<file path="src/rtl/taylor_sin_cos_exp_unit_top_macros.svh">
// Assertion macros shared by the series unit
`ifndef TAYLOR_SIN_COS_EXP_UNIT_TOP_MACROS_SVH
`define TAYLOR_SIN_COS_EXP_UNIT_TOP_MACROS_SVH

// same-cycle implication
`define TSCE_ASSERT_SAME(label, clk, rst, ante, cons, msg) \
   label: assert property (@(posedge clk) disable iff (rst) (ante) |-> (cons)) \
      else $error(msg);

// next-cycle implication
`define TSCE_ASSERT_NEXT(label, clk, rst, ante, cons, msg) \
   label: assert property (@(posedge clk) disable iff (rst) (ante) |=> (cons)) \
      else $error(msg);

`endif

</file>
<file path="src/rtl/tsce_pkg.sv">
// Shared types and constants for the sin/cos/exp series unit
package tsce_pkg;

   localparam int X_W       = 32;             // argument width
   localparam int RES_W     = 48;             // result width
   localparam int MAG_W     = 63;             // term magnitude, up to 2^62
   localparam int HALF_W    = 32;             // multiplier operand width
   localparam int PROD_W    = 96;             // term magnitude times argument magnitude
   localparam int WIDE_W    = 128;            // product padded for the scale step
   localparam int QUO_W     = 64;             // scaled product before saturation
   localparam int DIG_W     = 4;              // quotient bits per divider step
   localparam int DIV_W     = 64;             // divider dividend register
   localparam int DIV_STEPS = DIV_W / DIG_W;
   localparam int STEP_W    = $clog2(DIV_STEPS);

   localparam logic [QUO_W-1:0] MAG_LIMIT = 64'h4000_0000_0000_0000;

   localparam logic [1:0] FUNC_SIN  = 2'd0;
   localparam logic [1:0] FUNC_COS  = 2'd1;
   localparam logic [1:0] FUNC_EXP  = 2'd2;
   localparam logic [1:0] FUNC_NONE = 2'd3;

   typedef enum logic [2:0] {
      ST_IDLE,
      ST_ACCUM,
      ST_MUL_LO,
      ST_MUL_HI,
      ST_MUL_SUM,
      ST_SCALE,
      ST_DIVIDE,
      ST_DONE
   } state_type;

   typedef struct packed {
      logic mul_en;    // register a new partial product
      logic acc_load;  // accumulator takes the low partial product
      logic acc_add;   // accumulator adds the high partial product
   } mul_ctrl_type;

endpackage

</file>
<file path="src/rtl/tsce_mul_acc.sv">
// Shared 32x32 multiplier with a two-pass product accumulator
module tsce_mul_acc (
   input  logic                         clock,
   input  tsce_pkg::mul_ctrl_type       ctrl,
   input  logic [tsce_pkg::HALF_W-1:0]  mul_a,
   input  logic [tsce_pkg::HALF_W-1:0]  mul_b,
   output logic [tsce_pkg::PROD_W-1:0]  acc
);
   import tsce_pkg::*;

   logic [2*HALF_W-1:0] prod_ff;
   logic [2*HALF_W-1:0] prod_in;
   logic [PROD_W-1:0]   acc_ff;

   assign prod_in = (2*HALF_W)'(mul_a) * (2*HALF_W)'(mul_b);

   always_ff @(posedge clock) begin
      if (ctrl.mul_en) begin
         prod_ff <= prod_in;
      end
      if (ctrl.acc_load) begin
         acc_ff <= PROD_W'(prod_ff);
      end else if (ctrl.acc_add) begin
         acc_ff <= acc_ff + {prod_ff, {HALF_W{1'b0}}};
      end
   end

   assign acc = acc_ff;

endmodule

</file>
<file path="src/rtl/tsce_div_unit.sv">
// Radix-16 iterative divider of a term magnitude by a small step index
module tsce_div_unit #(
   parameter int N_W = 6
) (
   input  logic                        clock,
   input  logic                        reset,
   input  logic                        start,
   input  logic [tsce_pkg::MAG_W-1:0]  dividend,
   input  logic [N_W-1:0]              divisor,
   output logic                        done,
   output logic [tsce_pkg::MAG_W-1:0]  quotient
);
   import tsce_pkg::*;

   localparam int PART_W = N_W + DIG_W;
   localparam logic [STEP_W-1:0] LAST_STEP = STEP_W'(DIV_STEPS - 1);

   logic [DIV_W-1:0]  dq_ff;
   logic [N_W-1:0]    rem_ff;
   logic [N_W-1:0]    rem_in;
   logic [N_W-1:0]    dsr_ff;
   logic [STEP_W-1:0] cnt_ff;
   logic              run_ff;
   logic              done_ff;
   logic [PART_W-1:0] partial;
   logic [DIG_W-1:0]  digit;

   assign partial = {rem_ff, dq_ff[DIV_W-1 -: DIG_W]};

   // largest digit whose multiple of the divisor still fits the partial remainder
   always_comb begin
      digit = '0;
      for (int k = 1; k < 2**DIG_W; k++) begin
         if (PART_W'(k) * PART_W'(dsr_ff) <= partial) begin
            digit = DIG_W'(k);
         end
      end
      rem_in = N_W'(partial - PART_W'(digit) * PART_W'(dsr_ff));
   end

   always_ff @(posedge clock) begin
      if (reset) begin
         run_ff  <= 1'b0;
         done_ff <= 1'b0;
         cnt_ff  <= '0;
      end else begin
         done_ff <= run_ff && (cnt_ff == LAST_STEP) && !start;
         if (start) begin
            run_ff <= 1'b1;
            cnt_ff <= '0;
         end else if (run_ff) begin
            cnt_ff <= STEP_W'(cnt_ff + 1'b1);
            if (cnt_ff == LAST_STEP) begin
               run_ff <= 1'b0;
            end
         end
      end
   end

   always_ff @(posedge clock) begin
      if (start) begin
         dq_ff  <= DIV_W'(dividend);
         rem_ff <= '0;
         dsr_ff <= divisor;
      end else if (run_ff) begin
         dq_ff  <= {dq_ff[DIV_W-DIG_W-1:0], digit};
         rem_ff <= rem_in;
      end
   end

   assign done     = done_ff;
   assign quotient = dq_ff[MAG_W-1:0];

endmodule

</file>
<file path="src/rtl/taylor_sin_cos_exp_unit_top.sv">
// Top level of the sin/cos/exp Taylor series unit.
// One item at a time; busy stays high from the accept until the result strobe.
// Each term after the first passes the shared multiplier (low, high, sum), a scale
// step, the radix-16 divider and an accumulate step. Last term index: sin 41, cos 40,
// exp 20 at the default TERM_COUNT; an unused func goes from idle to the strobe.
// Next item is accepted the cycle after the strobe. Synchronous reset returns to idle.
`include "taylor_sin_cos_exp_unit_top_macros.svh"

module taylor_sin_cos_exp_unit_top #(
   parameter int TERM_COUNT = 21,
   parameter int FRAC_BITS  = 28
) (
   input  logic                               clock,
   input  logic                               reset,
   input  logic                               start,
   output logic                               busy,
   input  logic [1:0]                         req_func,
   input  logic signed [tsce_pkg::X_W-1:0]    req_x_value,
   output logic                               rsp_valid,
   output logic signed [tsce_pkg::RES_W-1:0]  rsp_result_value
);
   import tsce_pkg::*;

   localparam int N_W    = $clog2(2 * TERM_COUNT);
   localparam int SUMX_W = MAG_W + 2;
   localparam logic [N_W-1:0]   LAST_SIN = N_W'(2 * TERM_COUNT - 1);
   localparam logic [N_W-1:0]   LAST_COS = N_W'(2 * TERM_COUNT - 2);
   localparam logic [N_W-1:0]   LAST_EXP = N_W'(TERM_COUNT - 1);
   localparam logic [RES_W-1:0] ONE      = RES_W'(64'd1 << FRAC_BITS);

   state_type          state_ff, state_in;
   logic [N_W-1:0]     n_ff;
   logic [N_W-1:0]     last_ff;
   logic [1:0]         func_ff;
   logic               x_neg_ff;
   logic [X_W-1:0]     ax_ff;
   logic [MAG_W-1:0]   t_mag_ff;
   logic               t_neg_ff;
   logic [RES_W-1:0]   sum_ff;

   logic [X_W-1:0]     x_bits;
   logic [X_W-1:0]     x_abs;
   logic               accept;

   mul_ctrl_type       mul_ctrl;
   logic [HALF_W-1:0]  mul_a;
   logic [PROD_W-1:0]  acc;

   logic               div_start;
   logic               div_done;
   logic [MAG_W-1:0]   div_quotient;
   logic [MAG_W-1:0]   div_dividend;

   logic               use_term;
   logic               minus_term;
   logic               term_sub;
   logic               term_neg;
   logic [SUMX_W-1:0]  add_ext;
   logic [SUMX_W-1:0]  sum_ext;
   logic [SUMX_W-1:0]  sum_raw;
   logic [RES_W-1:0]   sum_sat;

   logic [WIDE_W-1:0]  prod_wide;
   logic [QUO_W-1:0]   q_raw;
   logic [QUO_W-1:0]   q_inc;
   logic [QUO_W-1:0]   q_sat;
   logic               big;
   logic               rem_bits;

   assign x_bits = req_x_value;
   assign x_abs  = x_bits[X_W-1] ? ((~x_bits) + X_W'(1)) : x_bits;
   assign accept = start && !busy;

   // which terms enter the sum, and with which sign
   always_comb begin
      use_term   = 1'b0;
      minus_term = 1'b0;
      unique case (func_ff)
         FUNC_SIN: begin
            use_term   = n_ff[0];
            minus_term = (n_ff[1:0] == 2'b11);
         end
         FUNC_COS: begin
            use_term   = !n_ff[0];
            minus_term = (n_ff[1:0] == 2'b10);
         end
         FUNC_EXP: begin
            use_term   = 1'b1;
         end
         default: begin
            use_term   = 1'b0;
         end
      endcase
   end

   // saturating accumulate into the 48-bit sum
   assign term_sub = t_neg_ff ^ minus_term;
   assign add_ext  = {2'b00, t_mag_ff};
   assign sum_ext  = {{(SUMX_W-RES_W){sum_ff[RES_W-1]}}, sum_ff};
   assign sum_raw  = term_sub ? (sum_ext - add_ext) : (sum_ext + add_ext);

   always_comb begin
      if ((&sum_raw[SUMX_W-1:RES_W-1]) || !(|sum_raw[SUMX_W-1:RES_W-1])) begin
         sum_sat = sum_raw[RES_W-1:0];
      end else if (sum_raw[SUMX_W-1]) begin
         sum_sat = {1'b1, {(RES_W-1){1'b0}}};
      end else begin
         sum_sat = {1'b0, {(RES_W-1){1'b1}}};
      end
   end

   // product scaling: floor shift on the signed value, then magnitude clamp
   assign term_neg  = t_neg_ff ^ x_neg_ff;
   assign prod_wide = WIDE_W'(acc);
   assign q_raw     = prod_wide[FRAC_BITS +: QUO_W];
   assign big       = |(prod_wide >> (QUO_W + FRAC_BITS));
   assign rem_bits  = |(acc & ((PROD_W'(1) << FRAC_BITS) - PROD_W'(1)));
   assign q_inc     = q_raw + QUO_W'(term_neg && rem_bits && !big);
   assign q_sat     = (big || (q_inc > MAG_LIMIT)) ? MAG_LIMIT : q_inc;
   assign div_dividend = q_sat[MAG_W-1:0];

   assign mul_a = (state_ff == ST_MUL_LO) ? t_mag_ff[HALF_W-1:0]
                                          : {1'b0, t_mag_ff[MAG_W-1:HALF_W]};

   tsce_mul_acc u_mul (
      .clock (clock),
      .ctrl  (mul_ctrl),
      .mul_a (mul_a),
      .mul_b (ax_ff),
      .acc   (acc)
   );

   tsce_div_unit #(
      .N_W (N_W)
   ) u_div (
      .clock    (clock),
      .reset    (reset),
      .start    (div_start),
      .dividend (div_dividend),
      .divisor  (n_ff),
      .done     (div_done),
      .quotient (div_quotient)
   );

   // next state
   always_comb begin
      state_in = state_ff;
      unique case (state_ff)
         ST_IDLE: begin
            if (start) begin
               state_in = (req_func == FUNC_NONE) ? ST_DONE : ST_ACCUM;
            end
         end
         ST_ACCUM:   state_in = (n_ff == last_ff) ? ST_DONE : ST_MUL_LO;
         ST_MUL_LO:  state_in = ST_MUL_HI;
         ST_MUL_HI:  state_in = ST_MUL_SUM;
         ST_MUL_SUM: state_in = ST_SCALE;
         ST_SCALE:   state_in = ST_DIVIDE;
         ST_DIVIDE: begin
            if (div_done) begin
               state_in = ST_ACCUM;
            end
         end
         ST_DONE:    state_in = ST_IDLE;
         default:    state_in = ST_IDLE;
      endcase
   end

   // outputs
   always_comb begin
      busy      = 1'b1;
      rsp_valid = 1'b0;
      div_start = 1'b0;
      mul_ctrl  = '0;
      unique case (state_ff)
         ST_IDLE:    busy = 1'b0;
         ST_MUL_LO:  mul_ctrl.mul_en = 1'b1;
         ST_MUL_HI: begin
            mul_ctrl.mul_en   = 1'b1;
            mul_ctrl.acc_load = 1'b1;
         end
         ST_MUL_SUM: mul_ctrl.acc_add = 1'b1;
         ST_SCALE:   div_start = 1'b1;
         ST_DONE:    rsp_valid = 1'b1;
         default:    busy = 1'b1;
      endcase
   end

   assign rsp_result_value = sum_ff;

   always_ff @(posedge clock) begin
      if (reset) begin
         state_ff <= ST_IDLE;
      end else begin
         state_ff <= state_in;
      end
   end

   always_ff @(posedge clock) begin
      if (accept) begin
         func_ff  <= req_func;
         x_neg_ff <= x_bits[X_W-1];
         ax_ff    <= x_abs;
         t_mag_ff <= MAG_W'(x_abs);
         t_neg_ff <= x_bits[X_W-1];
         n_ff     <= N_W'(1);
         case (req_func)
            FUNC_SIN: last_ff <= LAST_SIN;
            FUNC_COS: last_ff <= LAST_COS;
            default:  last_ff <= LAST_EXP;
         endcase
         sum_ff <= (req_func == FUNC_COS || req_func == FUNC_EXP) ? ONE : '0;
      end else if (state_ff == ST_ACCUM) begin
         if (use_term) begin
            sum_ff <= sum_sat;
         end
         n_ff <= N_W'(n_ff + 1'b1);
      end else if (state_ff == ST_DIVIDE && div_done) begin
         t_mag_ff <= div_quotient;
         t_neg_ff <= term_neg && (div_quotient != '0);
      end
   end

   `TSCE_ASSERT_NEXT(a_accept_busy, clock, reset, start && !busy, busy, "busy missing after accept")
   `TSCE_ASSERT_NEXT(a_strobe_pulse, clock, reset, rsp_valid, !rsp_valid, "result strobe too long")
   `TSCE_ASSERT_SAME(a_div_in_step, clock, reset, div_done, state_ff == ST_DIVIDE, "stray divider done")
   `TSCE_ASSERT_NEXT(a_unused_zero, clock, reset, start && !busy && req_func == FUNC_NONE, rsp_valid && rsp_result_value == '0, "unused func must give zero")

endmodule

</file>
<file path="config.mk">
export PLATFORM = sky130hd
export DESIGN_NAME = taylor_sin_cos_exp_unit_top
export DESIGN_NICKNAME = d
export VERILOG_FILES = /design/src/rtl/tsce_pkg.sv /design/src/rtl/tsce_mul_acc.sv /design/src/rtl/tsce_div_unit.sv /design/src/rtl/taylor_sin_cos_exp_unit_top.sv
export VERILOG_INCLUDE_DIRS = /design/src /design/src/rtl
export SDC_FILE = /design/constraint.sdc
export NUM_CORES = 2
export LEC_CHECK = 0
export ABC_AREA = 1
export ABC_CLOCK_PERIOD_IN_PS = 9960
export BUFFER_PORTS_ARGS = -buffer_cell sky130_fd_sc_hd__buf_2
export CAP_MARGIN = 20
export CORE_ASPECT_RATIO = 1.5
export CORE_MARGIN = 1
export CORE_UTILIZATION = 26
export CTS_CLUSTER_DIAMETER = 40
export DETAILED_ROUTE_END_ITERATION = 10
export PLACE_DENSITY = 0.46
export SLEW_MARGIN = 20
export SYNTH_ARGS = -nofsm -noshare
export SYNTH_HDL_FRONTEND = slang
export SYNTH_SLANG_ARGS = --single-unit
</file>
<file path="constraint.sdc">
create_clock -name clock -period 9.96 [get_ports clock]
set_input_delay 0.996 -clock clock [delete_from_list [all_inputs] [get_ports clock]]
set_output_delay 0.996 -clock clock [all_outputs]
set_load 0.01 [all_outputs]
</file>
==> flow_summary.toml <==
[status]
status = "finished clean"

[placement]
placed_cells = 11900
io_buffers = 86
gp_congestion = 0.996
placed_cell_area_um2 = 71600
dpl.hpwl_um = 232000

[clocking]
cts_made_buffers = 59
clock_latency_ps = 700
path_clk_slew_ps = 60
cts_hold_buf = 0
root_buffer = "clkbuf_16"
cts_setup_buffers = 0
cts_tree = "done"
cts_max_path_buffers = 3
ctsHtreeMaxLevel = 2
ctsResizeCount = 0
clock-sinks = 401

[final_layout]
area_growth_pct = 10.6
layout.area.seq_um2 = 11200
layout.cells.non_filler = 12000
drive_above_1_share_pct = 5.01
design_area_um2 = 73700
nFillCells = 27700
multi_input_area_um2 = 47700
final_nets = 10200

[hold_path]
hold_class = "register to register"

[timing]
slew_headroom_pct = 23.1
rsz0062_at_grt = "no"
fin_crit_sh_pct = 92.2
tightest_slew_ps = 1140
finalHoldViolations = 0
fmaxAchievable_mhz = 109
finalSetupTns_ps = 0
skew_ps = 53.4
setup_viol = 0
min_period_ps = 9190
slew_viol_final = 0

[routing]
avgViaCountPerCell = 4.82
wl_um = 274000
drtIter0Drc = 3562
routedWlPerCell_um = 22.7
vias = 58100
ant_nets = 0
drc = 0
first_pass_iters = 7

[synthesis]
postSynthAreaPerCell_um2 = 7.74
async_flop_share_pct = 0
synth_area_um2 = 66600
ys_warn_count = 0
ys_types = 64
ys_seq_area_share_pct = 16.8
ys.flop_type = "edfxtp_1"
syn_nets = 10100
synth-edff-count = 316
synth-seq-cells = 401
netlist_instances = 8611

[worst_setup_path]
reg2reg_depth = 36
r2r-start = "state_ff[1]$_SDFFE_PP0P_"
worst-setup-path-type = "register to register"
crit_path_start = "state_ff[1]$_SDFFE_PP0P_"
worstReg2RegEnd = "u_mul.prod_ff[63]$_DFFE_PP_"
path_max_fanout = 9
cp-endpoint = "u_mul.prod_ff[63]$_DFFE_PP_"
cp_slowest_cell = "clkinv_1"
critical_path_required_ps = 10400
r2r_setup_slack_ps = 770
critPathMaxStageDelay_ps = 570
critPathCaptureType = "register"
startpoint_type = "register"
arrival_ps = 9620
path_common_cell = "fa_1"

[die]
io_pins = 87
rows = 227
initial_core_util_pct = 26.1
die_area_um2 = 258000
core_area_um2 = 255000
die_x_um = 415
die_h_um = 622

[grt]
antenna_found_initial = 2
grt_pass1_vias = 61500
grtUsageTotal_pct = 21.0
grt_max_degree = 98
grt_pass1_wl_um = 399000
grt-ovfl-total = 0

[job]
maxCapViolCount = 0
-- final cells by class --
type	instances	area share, %
multi-input cells	6149	64.8
flip-flops and latches	401	15.2
inverters	1807	9.20
well taps	3320	5.64
repair buffers	254	2.39
clock buffers	64	2.09
clock inverters	48	0.720
diodes	1	0.00340
-- layout by cell type, fill, tap and decap left out, types with 7 or more instances in the layout --
| cell type | synthesis | final |
|---|---|---|
| a21boi_0 | 10 | 10 |
| a21o_1 | 30 | 30 |
| a21oi_1 | 453 | 453 |
| a31oi_1 | 37 | 37 |
| and3_1 | 10 | 10 |
| buf_2 | 5 | 86 |
| buf_4 | 2 | 162 |
| clkbuf_16 | 0 | 61 |
| clkinv_1 | 16 | 18 |
| clkinv_2 | 0 | 11 |
| dfxtp_1 | 85 | 85 |
| edfxtp_1 | 316 | 316 |
| fa_1 | 930 | 930 |
| ha_1 | 560 | 560 |
| inv_1 | 1780 | 1778 |
| inv_2 | 11 | 13 |
| nand2_1 | 1690 | 1686 |
| nand3_1 | 275 | 274 |
| nand3_2 | 6 | 7 |
| nand4_1 | 57 | 57 |
| nor2_1 | 1045 | 1042 |
| nor3_1 | 86 | 86 |
| nor3_2 | 9 | 9 |
| nor4_1 | 58 | 57 |
| o211ai_1 | 17 | 17 |
| o21a_1 | 26 | 26 |
| o21ai_0 | 350 | 342 |
| o21ai_1 | 47 | 44 |
| o21ai_2 | 2 | 12 |
| o21bai_1 | 17 | 17 |
| o31ai_1 | 11 | 11 |
| or2_2 | 8 | 8 |
| xnor2_1 | 91 | 91 |
| xor2_1 | 262 | 262 |
-- flip-flops by register name, summed over array words and instances, names as in the netlist --
register,count
u_mul.prod_ff,64
t_neg_ff,1
n_ff,6
u_div.done,1
u_div.dsr_ff,6
u_div.cnt_ff,4
u_div.dq_ff,64
last_ff,3
state_ff,3
u_mul.acc,96
ax_ff,32
u_div.run_ff,1
rsp_result_value,48
u_div.rem_ff,6
t_mag_ff,63
func_ff,2
x_neg_ff,1
-- cells in the mapped netlist, types with 85 or more instances --
cell	number	share of area, %
inv_1	1780	10
nand2_1	1690	9.5
nor2_1	1045	5.9
fa_1	930	28
ha_1	560	11
a21oi_1	453	3.4
o21ai_0	350	2.6
edfxtp_1	316	14
nand3_1	275	2.1
xor2_1	262	3.4
clkbuf_1	232	1.3
xnor2_1	91	1.2
nor3_1	86	0.65
dfxtp_1	85	2.6
-- worst max-delay path: cells and delay by family (launching register included) --
kind / cells / cell delay (ps)
adders and majority gates: 9 / 4090
xor gates and xnor gates: 1 / 100
buffers and inverters: 10 / 1830
AOI/OAI and AO/OA: 4 / 840
DFF: 1 / 370
and+or+nand+nor: 12 / 1670
-- metal layers --
layer  global-route usage, %  part of all wire, %  vias up
li1                        -                    -    26800
met1                    21.8                   35    28800
met2                    38.5                   51     1786
met3                    1.64                  3.8      694
met4                    17.1                  9.7        0
met5                       0                    0        -
-- through the flow --
step / worst slack (ps) / hold WS [ps] / utilization (%)
floorplan: 1940 / 430 / -
CTS: 777 / 469 / 28.9
global route: 197 / 491 / 28.9
finish: 772 / 480 / 28.9
global placement: 829 / 466 / 28.1
detailed placement: 792 / 472 / 28.1
-- cell families (layout without fill, tap and decap cells) --
group / after synthesis / after routing / share of synthesized area (%)
adder cells (fa/ha/maj): 1490 / 1490 / 38.5
other: 0 / 1 / 0
AO/OA/AOI/OAI: 1027 / 1027 / 8.35
AND/OR/NAND/NOR: 3277 / 3277 / 20.0
buffers and inverters: 2061 / 2173 / 11.7
flip-flops: 401 / 401 / 16.8
XOR/XNOR: 354 / 354 / 4.67
multiplexers: 1 / 1 / 0.0169
-- how the worst min path moves through the flow --
stage | cells after the start | start | slack, ps | endpoint
final | 2 | u_div.dq_ff[63]$_SDFFE_PP0P_ | 480 | u_div.dq_ff[63]$_SDFFE_PP0P_
after global routing | 0 | n_ff[1]$_SDFFE_PP0P_ | 490 | u_div.dsr_ff[1]$_DFFE_PP_
after CTS | 0 | n_ff[1]$_SDFFE_PP0P_ | 470 | u_div.dsr_ff[1]$_DFFE_PP_
after detailed placement | 2 | u_div.dq_ff[63]$_SDFFE_PP0P_ | 470 | u_div.dq_ff[63]$_SDFFE_PP0P_
after global placement | 2 | u_div.dq_ff[63]$_SDFFE_PP0P_ | 470 | u_div.dq_ff[63]$_SDFFE_PP0P_
after floorplan | 0 | n_ff[5]$_SDFFE_PP0P_ | 430 | u_div.dsr_ff[5]$_DFFE_PP_
Power is not shown: default switching activity piles up to over one toggle a cycle in this logic, so the estimate is an artifact.
